<file path="src/hdl/sfts_pkg.sv">
`timescale 1ns / 1ps
package sfts_pkg;

  localparam int MAX_COLS  = 64;
  localparam int MAX_ROWS  = 64;
  localparam int CELLS     = MAX_COLS * MAX_ROWS;
  localparam int CELL_W    = $clog2(CELLS);
  localparam int DIM_W     = 7;
  localparam int POS_W     = 6;
  localparam int HALF_W    = 6;
  localparam int COORD_W   = 9;
  localparam int IDX_W     = 15;
  localparam int PROD_W    = 13;
  localparam int LEN_W     = 9;
  localparam int UPC_W     = 4;
  localparam int APB_AW    = 4;
  localparam int APB_DW    = 32;

  localparam logic [DIM_W-1:0] MAX_COLS_C = DIM_W'(MAX_COLS);
  localparam logic [DIM_W-1:0] MAX_ROWS_C = DIM_W'(MAX_ROWS);

  // register indexes
  localparam logic [1:0] REG_GRID_WIDTH  = 2'd0;
  localparam logic [1:0] REG_GRID_HEIGHT = 2'd1;
  localparam logic [1:0] REG_HALF_COLS   = 2'd2;
  localparam logic [1:0] REG_HALF_ROWS   = 2'd3;

  // spiral directions
  localparam logic [1:0] DIR_UP    = 2'd0;
  localparam logic [1:0] DIR_RIGHT = 2'd1;
  localparam logic [1:0] DIR_DOWN  = 2'd2;
  localparam logic [1:0] DIR_LEFT  = 2'd3;

  // micro-program addresses
  localparam logic [UPC_W-1:0] UA_CLEAR   = 4'd0;
  localparam logic [UPC_W-1:0] UA_IDLE    = 4'd1;
  localparam logic [UPC_W-1:0] UA_INDEX   = 4'd2;
  localparam logic [UPC_W-1:0] UA_WRITE   = 4'd3;
  localparam logic [UPC_W-1:0] UA_WAIT0   = 4'd4;
  localparam logic [UPC_W-1:0] UA_TEST0   = 4'd5;
  localparam logic [UPC_W-1:0] UA_MOVE    = 4'd6;
  localparam logic [UPC_W-1:0] UA_WAIT    = 4'd7;
  localparam logic [UPC_W-1:0] UA_TEST    = 4'd8;
  localparam logic [UPC_W-1:0] UA_LEGCHK  = 4'd9;
  localparam logic [UPC_W-1:0] UA_NEXTLEG = 4'd10;
  localparam logic [UPC_W-1:0] UA_HIT     = 4'd11;
  localparam logic [UPC_W-1:0] UA_MISS    = 4'd12;

  typedef enum logic [3:0] {
    UOP_NOP,
    UOP_CLEAR,
    UOP_IDLE,
    UOP_INDEX,
    UOP_WRITE,
    UOP_MOVE,
    UOP_NEXTLEG,
    UOP_HIT,
    UOP_MISS
  } uop_e;

  typedef enum logic [3:0] {
    C_ALWAYS,
    C_CLR_DONE,
    C_ACCEPT,
    C_REQ_WRITE,
    C_NOT_READY,
    C_INB,
    C_LEG_LEFT,
    C_ALL_SEEN,
    C_OUT_FREE
  } cond_e;

  typedef struct packed {
    uop_e             uop;
    cond_e            cond;
    logic [UPC_W-1:0] t_true;
    logic [UPC_W-1:0] t_false;
  } ucw_t;

  typedef struct packed {
    logic clr_done;
    logic accept;
    logic req_write;
    logic not_ready;
    logic inb;
    logic leg_left;
    logic all_seen;
    logic out_free;
  } dp_status_t;

  typedef struct packed {
    logic [DIM_W-1:0]  w_eff;
    logic [DIM_W-1:0]  h_eff;
    logic [HALF_W-1:0] half_cols;
    logic [HALF_W-1:0] half_rows;
  } cfg_t;

  function automatic ucw_t ucode_rom(input logic [UPC_W-1:0] addr);
    ucw_t w;
    case (addr)
      UA_CLEAR:   w = '{UOP_CLEAR,   C_CLR_DONE,  UA_IDLE,    UA_CLEAR};
      UA_IDLE:    w = '{UOP_IDLE,    C_ACCEPT,    UA_INDEX,   UA_IDLE};
      UA_INDEX:   w = '{UOP_INDEX,   C_REQ_WRITE, UA_WRITE,   UA_WAIT0};
      UA_WRITE:   w = '{UOP_WRITE,   C_ALWAYS,    UA_IDLE,    UA_IDLE};
      UA_WAIT0:   w = '{UOP_NOP,     C_ALWAYS,    UA_TEST0,   UA_TEST0};
      UA_TEST0:   w = '{UOP_NOP,     C_NOT_READY, UA_HIT,     UA_MOVE};
      UA_MOVE:    w = '{UOP_MOVE,    C_INB,       UA_WAIT,    UA_LEGCHK};
      UA_WAIT:    w = '{UOP_NOP,     C_ALWAYS,    UA_TEST,    UA_TEST};
      UA_TEST:    w = '{UOP_NOP,     C_NOT_READY, UA_HIT,     UA_LEGCHK};
      UA_LEGCHK:  w = '{UOP_NOP,     C_LEG_LEFT,  UA_MOVE,    UA_NEXTLEG};
      UA_NEXTLEG: w = '{UOP_NEXTLEG, C_ALL_SEEN,  UA_MISS,    UA_MOVE};
      UA_HIT:     w = '{UOP_HIT,     C_OUT_FREE,  UA_IDLE,    UA_HIT};
      UA_MISS:    w = '{UOP_MISS,    C_OUT_FREE,  UA_IDLE,    UA_MISS};
      default:    w = '{UOP_NOP,     C_ALWAYS,    UA_IDLE,    UA_IDLE};
    endcase
    return w;
  endfunction

endpackage

</file>
<file path="src/hdl/sfts_seq.sv">
`timescale 1ns / 1ps
module sfts_seq import sfts_pkg::*; (
  input  logic       clk_i,
  input  logic       rst_ni,
  input  dp_status_t status_i,
  output ucw_t       ucw_o
);

  logic [UPC_W-1:0] upc_q, upc_d;
  ucw_t             ucw;
  logic             cond_ok;

  assign ucw   = ucode_rom(upc_q);
  assign ucw_o = ucw;

  always_comb begin
    case (ucw.cond)
      C_ALWAYS:    cond_ok = 1'b1;
      C_CLR_DONE:  cond_ok = status_i.clr_done;
      C_ACCEPT:    cond_ok = status_i.accept;
      C_REQ_WRITE: cond_ok = status_i.req_write;
      C_NOT_READY: cond_ok = status_i.not_ready;
      C_INB:       cond_ok = status_i.inb;
      C_LEG_LEFT:  cond_ok = status_i.leg_left;
      C_ALL_SEEN:  cond_ok = status_i.all_seen;
      C_OUT_FREE:  cond_ok = status_i.out_free;
      default:     cond_ok = 1'b1;
    endcase
    upc_d = cond_ok ? ucw.t_true : ucw.t_false;
  end

  always_ff @(posedge clk_i or negedge rst_ni) begin
    if (!rst_ni) begin
      upc_q <= UA_CLEAR;
    end else begin
      upc_q <= upc_d;
    end
  end

endmodule

</file>
<file path="config.mk">
export PLATFORM = sky130hd
export DESIGN_NAME = sfts_seq
export DESIGN_NICKNAME = d
export VERILOG_FILES = /design/src/hdl/sfts_pkg.sv /design/src/hdl/sfts_seq.sv
export SDC_FILE = /design/constraint.sdc
export NUM_CORES = 1
export LEC_CHECK = 0
export BUFFER_PORTS_ARGS = -buffer_cell sky130_fd_sc_hd__buf_2
export CAP_MARGIN = 30
export CORE_MARGIN = 2
export CORE_UTILIZATION = 23
export CTS_CLUSTER_DIAMETER = 80
export DETAILED_ROUTE_END_ITERATION = 10
export SETUP_SLACK_MARGIN = 0.1
export SLEW_MARGIN = 20
export SYNTH_ARGS = -nofsm -noshare
export SYNTH_HDL_FRONTEND = slang
export SYNTH_SLANG_ARGS = --single-unit
</file>
<file path="constraint.sdc">
create_clock -name clk_i -period 2.8 [get_ports clk_i]
set_input_delay 0.14 -clock clk_i [delete_from_list [all_inputs] [get_ports clk_i]]
set_output_delay 0.14 -clock clk_i [all_outputs]
set_load 0.02 [all_outputs]
</file>
Word level (Yosys, flattened, before mapping)
Memory sizes are Yosys's and may differ from the RTL's.
Cells that the tools add are included.

storage, ports and cells
  register bits = 4
  bits in read-only memories = 256
  bits of input ports = 10
  output and inout bits = 16
  word-level logic and storage cells = 12
  memories kept = 1

memory list
  name             depth  width  rd ports  clocked after Yosys merged registers in  wr ports  RTL line         source
  (no name shown)  16     16     1         0                                        0         sfts_pkg.sv:100  case (addr)

cells by class
  eq/ne operators = 8
  muxes and demuxes = 2

operators with widths
  cell                  number
  $eq A4 B3 Y1 const B  4
  $eq A4 B2 Y1 const B  2
  $pmux W1 S8           1
  $eq A4 B1 Y1 const B  1
  $eq A4 B4 Y1 const B  1
  $mux W4               1

Logic depth before layout (Yosys ltp)
Gate-level depths: netlist of run 1.
An unclocked memory read counts as a cell.

  depth after elaboration = 4
  gate-level depth with buffers = 8
  mapped depth without buffers = 8

Least setup slack after synthesis of run 1
OpenSTA, ideal clock, no wires.

  path type = register -> register
  start point = register upc_q[0]
  end point = register upc_q[1]
  library setup time = 125 ps
  data arrival time = 2242 ps
  required time = 2675 ps
  path slack = 433 ps
  cell stages (with the launch flop) = 9
  buffers on the path = 0
  clock period less this slack = 2367 ps
  cells stage by stage = dfrtp_1 -> inv_2 -> ha_1 -> and2_1 -> nor2_1 -> mux2_4 -> a222oi_1 -> o211ai_4 -> mux2_4

between the ends
  longest elaborated chain between the ends = 4
  elaborated cells between the ends (all ways) = 11
  those cells by class = eq/ne (8); mux (2); memory (1)

RTL lines
  element                               RTL line        source
  start: declaration                    sfts_seq.sv:9   logic [UPC_W-1:0] upc_q, upc_d;
  start signal: assignment              sfts_seq.sv:36  upc_q <= upc_d;
  $mem_v2 Z16 W16 *                     --
  $eq A4 B4 Y1 (tied with other cells)  sfts_seq.sv:17  case (ucw.cond)
  $pmux W1 S8                           sfts_seq.sv:17
  $mux W4 *                             sfts_seq.sv:29  upc_d = cond_ok ? ucw.t_true : ucw.t_false;
  named net upc_d[1]                    sfts_seq.sv:9

Mark *: on every way through the listed nets, which the timed path passes. The rest lies on a longest branch.

Worst setup path in the final report of run 1
  start point = register upc_q[0]
  end point = register upc_q[2]

The elaborated chain is that of the path after synthesis.

==> flow_summary.json, run 1 <==
{
  "clock_latency_ns": 0.25,
  "power_density_nw_per_um2": 1510,
  "clock-sinks": 4,
  "drv_cap": 0,
  "vdd_drop_max_mv": 0.346,
  "antenna_found_initial": 0,
  "crit_required_ns": 2.92,
  "rr_worst_depth": 8,
  "worst_pin_slew_ns": 0.533,
  "slew-limit-headroom": 0.645,
  "rrSetupSlack_ns": 0.39,
  "drive_gt1_frac": 0.381,
  "avgSynthCellArea_sq_um": 8.22,
  "cts_buffer_depth": 2,
  "syn_to_final_growth_pct": 29.7,
  "io-pin-count": 26,
  "multi_input_area_sq_um": 584,
  "initial_core_util": 0.242,
  "synth_cell_types": 34,
  "fillers": 344,
  "syn_area_sq_um": 732,
  "post-dp-hpwl_mm": 1.54,
  "remaining_drc_errors": 0,
  "syn_nets": 108,
  "cp_num_buf_inv": 1,
  "design_power_total_mw": 1.43,
  "period_minus_slack_ns": 2.41,
  "cp_cell_sequence": "inv_2 -> ha_1 -> and2_1 -> nor2_1 -> mux2_4 -> a222oi_1 -> o211ai_4 -> mux2_4",
  "finalSetupViolations": 0,
  "largest_reg_flops": 4,
  "gp_congestion": 0.842,
  "layout_setup_ws_ns": 0.389,
  "synth_cells": 89,
  "dp_worst_setup_slack_ns": 0.390,
  "slew_viol_final": 0,
  "num_vias": 763,
  "top_register": "upc_q",
  "fin_util": 0.314,
  "outcome": "completed",
  "port_buffers": 25,
  "yosysWarnings": 0,
  "criticalPathCategory": "reg -> reg",
  "drt_iter0_drc": 30,
  "grt_max_degree": 20,
  "period_share": 0.861,
  "crit_family": "multiplexers",
  "worstPathArrival_ns": 2.53,
  "cts_made_buffers": 3,
  "cp_slowest_cell": "a222oi_1",
  "ys_seq_elements": 4,
  "fp.dieArea_sq_um": 3650,
  "rsz0062_at_grt": "false",
  "wl_mm": 1.98,
  "drt-pass1-iter-count": 6,
  "ys_seq_area_frac": 0.137,
  "dieHeight_um": 60.4,
  "start_kind": "flip-flop",
  "ant_nets": 0,
  "cts_max_level": 1,
  "worstReg2RegEnd": "upc_q[2]",
  "num_rows": 20,
  "fin_tns_setup_ns": 0,
  "leakage_nw": 0.472,
  "seq_area_sq_um": 100,
  "slowest_delay_ns": 0.42,
  "grt_pass1_vias": 712,
  "hold_viol_final": 0,
  "path_depth": 8,
  "wl_per_cell_um": 12.2,
  "diodes": 0,
  "clock.fmax_mhz": 415,
  "path_clk_slew_ns": 0.04,
  "hold_path.class": "in -> async",
  "cp-end-kind": "flip-flop",
  "r2r-start": "upc_q[0]",
  "cts-root-buf": "clkbuf_4",
  "crit_fanout": 7,
  "final_net_count": 139,
  "coreArea_sq_um": 3030,
  "grtUsageTotal": 0.117,
  "reg.largest.list": "upc_q (4)",
  "crit_path_frequent_cell": "mux2_4",
  "via_per_inst": 4.71,
  "grt_pass1_wl_mm": 3.18,
  "grt_overflow": 0,
  "cts_tree": "done",
  "fp.dieW_um": 60.4,
  "finClkSkew_ns": 0.00677
}
worst register-to-register path: stages (launching register included):
cell	delay, ns
dfrtp_1	0.35
inv_2	0.08
ha_1	0.29
and2_1	0.20
nor2_1	0.12
mux2_4	0.32
a222oi_1	0.42
o211ai_4	0.19
mux2_4	0.32
cell type report:
cell class                 count  share of cell area
timing repair buffer          30               0.174
inverter                       6              0.0237
sequential                     4               0.105
multi-input combinational     75               0.615
tap                           44              0.0580
clock buffer                   3              0.0237
cells by family after synthesis:
family	Yosys count	synth area share
AOI/OAI and AO/OA	26	0.256
adders and majority gates	9	0.154
muxes	10	0.181
and+or+nand+nor	30	0.207
buffers and inverters	10	0.0649
DFF	4	0.137
per-layer routing:
layer | GRT usage | part of all wire
met5 | 0 | 0
met4 | 0.0807 | 0.032
met3 | 0.0171 | 0.048
met1 | 0.152 | 0.44
met2 | 0.179 | 0.48
through the flow:
| stage | instance area [sq um] | hold WS (ns) | instances |
|---|---|---|---|
| after floorplan | 732 | -0.156 | 89 |
| after detailed placement | 917 | -0.0504 | 158 |
| after global placement | 917 | -0.0506 | 158 |
| final | 950 | 0.231 | 162 |
| after CTS | 950 | 0.234 | 162 |
| after global routing | 950 | 0.264 | 162 |
report_power, final:
part | internal [mW] | total (mW) | switching [mW]
Sequential | 0.0860 | 0.135 | 0.0487
Combinational | 0.537 | 1.22 | 0.686
Clock | 0.0482 | 0.0755 | 0.0273
Yosys cell counts:
cell type  n  area, sq um
a211oi_1   1         7.51
a21o_1     1         7.51
a21oi_1    7         35.0
a222oi_1   1         10.0
a22o_1     1         8.76
a31o_2     1         8.76
and2_1     1         6.26
buf_1      1         3.75
buf_2      2         10.0
buf_6      1         11.3
dfrtp_1    4          100
ha_1       9          113
inv_1      5         18.8
inv_2      1         3.75
mux2_2     2         22.5
mux2_4     6         90.1
mux2i_1    2         20.0
nand2_1    8         30.0
nand2b_1   3         18.8
nand3_1    3         15.0
nand3b_1   2         15.0
nor2_1     8         30.0
nor2b_1    1         6.26
nor2b_2    1         8.76
o211ai_4   1         21.3
o21a_1     1         7.51
o21ai_0    6         30.0
o21bai_1   1         7.51
o221ai_1   2         17.5
o2bb2ai_1  1         8.76
o311ai_0   1         8.76
o31a_1     1         8.76
or2_2      1         6.26
or4_1      2         15.0
how the worst max path moves through the flow:
| stage | start | to | slack, ns |
|---|---|---|---|
| floorplan | upc_q[0] | upc_q[1] | 0.43 |
| detailed placement | upc_q[0] | upc_q[1] | 0.39 |
| global route | upc_q[0] | upc_q[2] | 0.28 |
| finish | upc_q[0] | upc_q[2] | 0.39 |
| global placement | upc_q[0] | upc_q[1] | 0.39 |
| CTS | upc_q[0] | upc_q[2] | 0.38 |
layout by cell type (no fill, tap or decap):
cell | Yosys | routed
o31a_1 | 1 | 1
dlygate4sd3_1 | 0 | 1
a222oi_1 | 1 | 1
nor2b_1 | 1 | 1
clkbuf_4 | 0 | 3
a211oi_1 | 1 | 1
nand3b_1 | 2 | 2
a21o_1 | 1 | 1
buf_2 | 2 | 25
and2_1 | 1 | 1
a21oi_1 | 7 | 7
or4_1 | 2 | 2
a22o_1 | 1 | 1
mux2_4 | 6 | 6
nand2b_1 | 3 | 3
o2bb2ai_1 | 1 | 1
o211ai_4 | 1 | 1
o221ai_1 | 2 | 2
nor2b_2 | 1 | 1
a31o_2 | 1 | 1
o311ai_0 | 1 | 1
o21ai_0 | 6 | 6
nand3_1 | 3 | 3
nand2_1 | 8 | 8
buf_4 | 0 | 4
ha_1 | 9 | 9
o21a_1 | 1 | 1
inv_1 | 5 | 5
o21bai_1 | 1 | 1
nor2_1 | 8 | 8
inv_2 | 1 | 1
mux2i_1 | 2 | 2
dfrtp_1 | 4 | 4
or2_2 | 1 | 1
mux2_2 | 2 | 2
what timing repair did:
item                      CTS  global route
buffers inserted            0             0
hold endpoints to repair    4             0
resized for setup           0             0
hold buffers                1             0
No activity file was read; power rests on OpenSTA's default activity.
==> run 2, diff against run 1 <==
--- a/config.mk
+++ b/config.mk
@@ -11,6 +11,7 @@
 export CORE_UTILIZATION = 23
 export CTS_CLUSTER_DIAMETER = 80
 export DETAILED_ROUTE_END_ITERATION = 10
+export PLACE_DENSITY_LB_ADDON = 0.25
 export SETUP_SLACK_MARGIN = 0.1
 export SLEW_MARGIN = 20
 export SYNTH_ARGS = -nofsm -noshare
==> flow_summary.json, run 2 (synthesis results as in run 1) <==
{
  "outcome": "completed",
  "wl_mm": 2.16,
  "route.met2.wl_mm": 1.06,
  "crit_path_frequent_cell": "mux2_4",
  "cts_buffer_depth": 2,
  "met1_length_um": 971,
  "cts_made_buffers": 3,
  "period_minus_slack_ns": 2.44,
  "cp-endpoint": "upc_q[3]",
  "largest_reg_flops": 4,
  "critPathLaunch": "upc_q[0]",
  "num_vias": 773,
  "criticalPathCategory": "reg -> reg",
  "clock_latency_ns": 0.24,
  "layout_common_cells": "buf_2 (25), ha_1 (9), nand2_1 (8), nor2_1 (8), a21oi_1 (7)",
  "worstReg2RegEnd": "upc_q[3]",
  "top_register": "upc_q",
  "rrSetupSlack_ns": 0.36,
  "slew_viol_final": 0,
  "cp-end-kind": "flip-flop",
  "r2r-start": "upc_q[0]",
  "post-dp-hpwl_mm": 1.70,
  "wl_per_cell_um": 13.2,
  "cp_slowest_cell": "a222oi_1",
  "topRoutingLayerUsed": "met4",
  "slew-limit-headroom": 0.641,
  "syn_to_final_growth_pct": 30.8,
  "cp_cell_sequence": "inv_2 -> ha_1 -> and2_1 -> nor2_1 -> mux2_4 -> a222oi_1 -> o211ai_4 -> mux2_4",
  "dieHeight_um": 60.4,
  "final_common_cell": "buf_2",
  "crit_fanout": 7,
  "initial_core_util": 0.242,
  "hold_path.class": "in -> async",
  "cts-root-buf": "clkbuf_4",
  "cts_setup_buffers": 0,
  "grt_pass1_vias": 778,
  "fp.dieArea_sq_um": 3650,
  "coreArea_sq_um": 3030,
  "path_clk_slew_ns": 0.04,
  "grt_overflow": 0,
  "period_share": 0.872,
  "diodes": 0,
  "hold_viol_final": 0,
  "leakage_nw": 0.477,
  "worstPathArrival_ns": 2.55,
  "fp.dieW_um": 60.4,
  "grtUsageTotal": 0.129,
  "antenna_found_initial": 0,
  "rr_worst_depth": 8,
  "ant_nets": 0,
  "slowest_delay_ns": 0.43,
  "finalSetupViolations": 0,
  "start_kind": "flip-flop",
  "wl_met3_um": 102,
  "io-pin-count": 26,
  "drive_gt1_frac": 0.387,
  "reg.largest.list": "upc_q (4)",
  "worst_pin_slew_ns": 0.539,
  "vdd_drop_max_mv": 0.509,
  "cts_tree": "done",
  "power_density_nw_per_um2": 1520,
  "finClkSkew_ns": 0.00579,
  "port_buffers": 25,
  "final_net_count": 140,
  "crit_required_ns": 2.91,
  "clock-sinks": 4,
  "drt_iter0_drc": 19,
  "clock.fmax_mhz": 409,
  "remaining_drc_errors": 0,
  "drt-pass1-iter-count": 4,
  "drv_cap": 0,
  "rsz0062_at_grt": "false",
  "cts_max_level": 1,
  "fin_util": 0.316,
  "grt_pass1_wl_mm": 3.52,
  "via_per_inst": 4.74,
  "num_rows": 20,
  "gp_congestion": 0.763,
  "grt_max_degree": 17,
  "fin_tns_setup_ns": 0
}
-- run 2: layer usage --
metal / global-route usage / vias to the layer above
met1: 0.165 / 360
met2: 0.222 / 29
met4: 0.0559 / 0
met5: 0 / -
met3: 0.0107 / 2
li1: - / 382
-- run 2: timing repair --
action,CTS,global route
hold buffers,1,0
hold endpoints to repair,4,0
resized for setup,0,0
-- run 2: how the worst min path moves through the flow --
stage | slack, ns | depth (start not counted) | end
CTS | 0.23 | 2 | upc_q[1]
floorplan | -0.16 | 0 | upc_q[0]
global route | 0.27 | 2 | upc_q[1]
detailed placement | -0.05 | 1 | upc_q[3]
finish | 0.25 | 2 | upc_q[1]
global placement | -0.05 | 1 | upc_q[2]
-- run 2: layout make-up --
type                       count  area [sq um]
fill                         321          2070
sequential                     4           100
clock buffer                   3          22.5
multi-input combinational     75           584
inverter                       6          22.5
timing repair buffer          31           173
tap                           44          55.1
-- run 2: critical path, delay by kind of cell (launching register included) --
family	cells	cell delay [ns]
mux	2	0.64
fa+ha+maj	1	0.29
compound gates	2	0.63
buf+inv	1	0.08
simple gates	2	0.33
flops	1	0.35
-- run 2: metrics by stage --
| step | hold slack (ns) | total power, mW | instances | cell area, sq um | worst slack [ns] |
|---|---|---|---|---|---|
| 2_1_floorplan | -0.156 | 1.06 | 89 | 732 | 0.433 |
| 3_3_place_gp | -0.0532 | 1.38 | 159 | 925 | 0.355 |
| 3_5_place_dp | -0.0518 | 1.38 | 159 | 925 | 0.374 |
| 4_1_cts | 0.227 | 1.47 | 163 | 957 | 0.360 |
| 5_1_grt | 0.274 | 1.58 | 163 | 957 | 0.246 |
| 6_report | 0.245 | 1.46 | 163 | 957 | 0.358 |
-- run 2: report_power, final --
part / switching [mW] / internal (mW)
Combinational: 0.706 / 0.543
Sequential: 0.0472 / 0.0860
Clock: 0.0249 / 0.0480
==> run 3, diff against run 2 <==
--- a/config.mk
+++ b/config.mk
@@ -7,6 +7,8 @@
 export LEC_CHECK = 0
 export BUFFER_PORTS_ARGS = -buffer_cell sky130_fd_sc_hd__buf_2
 export CAP_MARGIN = 30
+export CELL_PAD_IN_SITES_DETAIL_PLACEMENT = 2
+export CELL_PAD_IN_SITES_GLOBAL_PLACEMENT = 2
 export CORE_MARGIN = 2
 export CORE_UTILIZATION = 23
 export CTS_CLUSTER_DIAMETER = 80
==> flow_summary.json, run 3 (synthesis results as in run 1) <==
{
  "path_clk_slew_ns": 0.04,
  "antenna_found_initial": 0,
  "cts_made_buffers": 3,
  "clock.fmax_mhz": 400,
  "num_vias": 766,
  "dieHeight_um": 60.4,
  "hold_viol_final": 0,
  "grt_pass1_vias": 812,
  "gp_congestion": 0.696,
  "grtUsageTotal": 0.147,
  "grt.met2_usage": 0.269,
  "cts_setup_buffers": 0,
  "ant_nets": 0,
  "outcome": "completed",
  "clock_latency_ns": 0.23,
  "finClkSkew_ns": 0.00261,
  "layout_common_cells": "buf_2 (25), ha_1 (9), nand2_1 (8), nor2_1 (8), a21oi_1 (7)",
  "coreArea_sq_um": 3030,
  "largest_reg_flops": 4,
  "cts_max_level": 1,
  "r2r-start": "upc_q[1]",
  "drv_cap": 0,
  "remaining_drc_errors": 0,
  "via_per_inst": 4.73,
  "power_density_nw_per_um2": 1540,
  "worst_pin_slew_ns": 0.516,
  "drive_gt1_frac": 0.381,
  "rsz0062_at_grt": "false",
  "wl_mm": 2.40,
  "top_register": "upc_q",
  "fp.dieArea_sq_um": 3650,
  "critPathLaunch": "upc_q[1]",
  "period_minus_slack_ns": 2.50,
  "drt-pass1-iter-count": 4,
  "criticalPathCategory": "reg -> reg",
  "grtUsageMet1": 0.192,
  "fp.dieW_um": 60.4,
  "crit_required_ns": 2.91,
  "grt_overflow": 0,
  "cp-end-kind": "flip-flop",
  "busiest_layer": "met2",
  "wl_per_cell_um": 14.8,
  "rrSetupSlack_ns": 0.30,
  "clock-sinks": 4,
  "hold_buffers": 1,
  "period_share": 0.894,
  "hold_path.class": "in -> async",
  "cts-resized-gates": 0,
  "cts-root-buf": "clkbuf_4",
  "use_met3": 0.00853,
  "num_rows": 20,
  "post-dp-hpwl_mm": 2.05,
  "final_common_cell": "buf_2",
  "reg.largest.list": "upc_q (4)",
  "port_buffers": 25,
  "cts_tree": "done",
  "io-pin-count": 26,
  "final_net_count": 139,
  "worstReg2RegEnd": "upc_q[1]",
  "fin_tns_setup_ns": 0,
  "design_power_total_mw": 1.46,
  "slew-limit-headroom": 0.656,
  "initial_core_util": 0.242,
  "grt_max_degree": 14,
  "drt_iter0_drc": 21,
  "vdd_drop_max_mv": 0.505,
  "rr_worst_depth": 8,
  "grt_pass1_wl_mm": 4.02,
  "worstPathArrival_ns": 2.61,
  "cts_buffer_depth": 2,
  "finalSetupViolations": 0,
  "cp-endpoint": "upc_q[1]",
  "start_kind": "flip-flop",
  "crit_fanout": 9,
  "syn_to_final_growth_pct": 29.7,
  "leakage_nw": 0.472,
  "diodes": 0,
  "slew_viol_final": 0
}
## run 3: cell types whose count changed in the layout (fill, tap and decap cells not counted)
cell   previous run  this run
buf_4             5         4
## run 3: worst min path at each step
stage	startpoint	to	slack, ns	cells after the start
2_1_floorplan	rst_ni	upc_q[0]	-0.16	0
3_3_place_gp	rst_ni	upc_q[3]	-0.05	1
3_5_place_dp	rst_ni	upc_q[0]	-0.05	1
4_1_cts	rst_ni	upc_q[2]	0.23	2
5_1_grt	rst_ni	upc_q[2]	0.27	2
6_report	rst_ni	upc_q[2]	0.24	2
## run 3: final cells by class
class	count	area, sq um
tap	44	55.1
multi-input combinational	75	584
clock buffer	3	22.5
fill	358	2080
inverter	6	22.5
timing repair buffer	30	165
sequential	4	100
## run 3: worst max-delay path, cell delays in order (launching register included)
cell and delay, ns:
dfrtp_1 0.36, buf_4 0.16, ha_1 0.26, and2_1 0.20, nor2_1 0.13, mux2_4 0.31, a222oi_1 0.41, o211ai_4 0.21
mux2_4 0.33
## run 3: per-stage QoR
stage | cells | hold slack [ns] | area (sq um) | worst slack (ns) | util
floorplan | 89 | -0.156 | 732 | 0.433 | -
global placement | 158 | -0.0527 | 917 | 0.383 | 0.303
detailed placement | 158 | -0.0507 | 917 | 0.285 | 0.303
CTS | 162 | 0.233 | 950 | 0.285 | 0.314
global route | 162 | 0.265 | 950 | 0.134 | 0.314
finish | 162 | 0.235 | 950 | 0.298 | 0.314
## run 3: routing by layer
layer / part of all wire / routed length, um
met5: 0 / 0
met4: 0 / 0
met3: 0.035 / 83
met2: 0.51 / 1230
met1: 0.45 / 1090
## run 3: power by group
group	internal, mW	total, mW	switching [mW]
logic	0.537	1.27	0.737
registers	0.0862	0.120	0.0339
clock network	0.0478	0.0693	0.0215
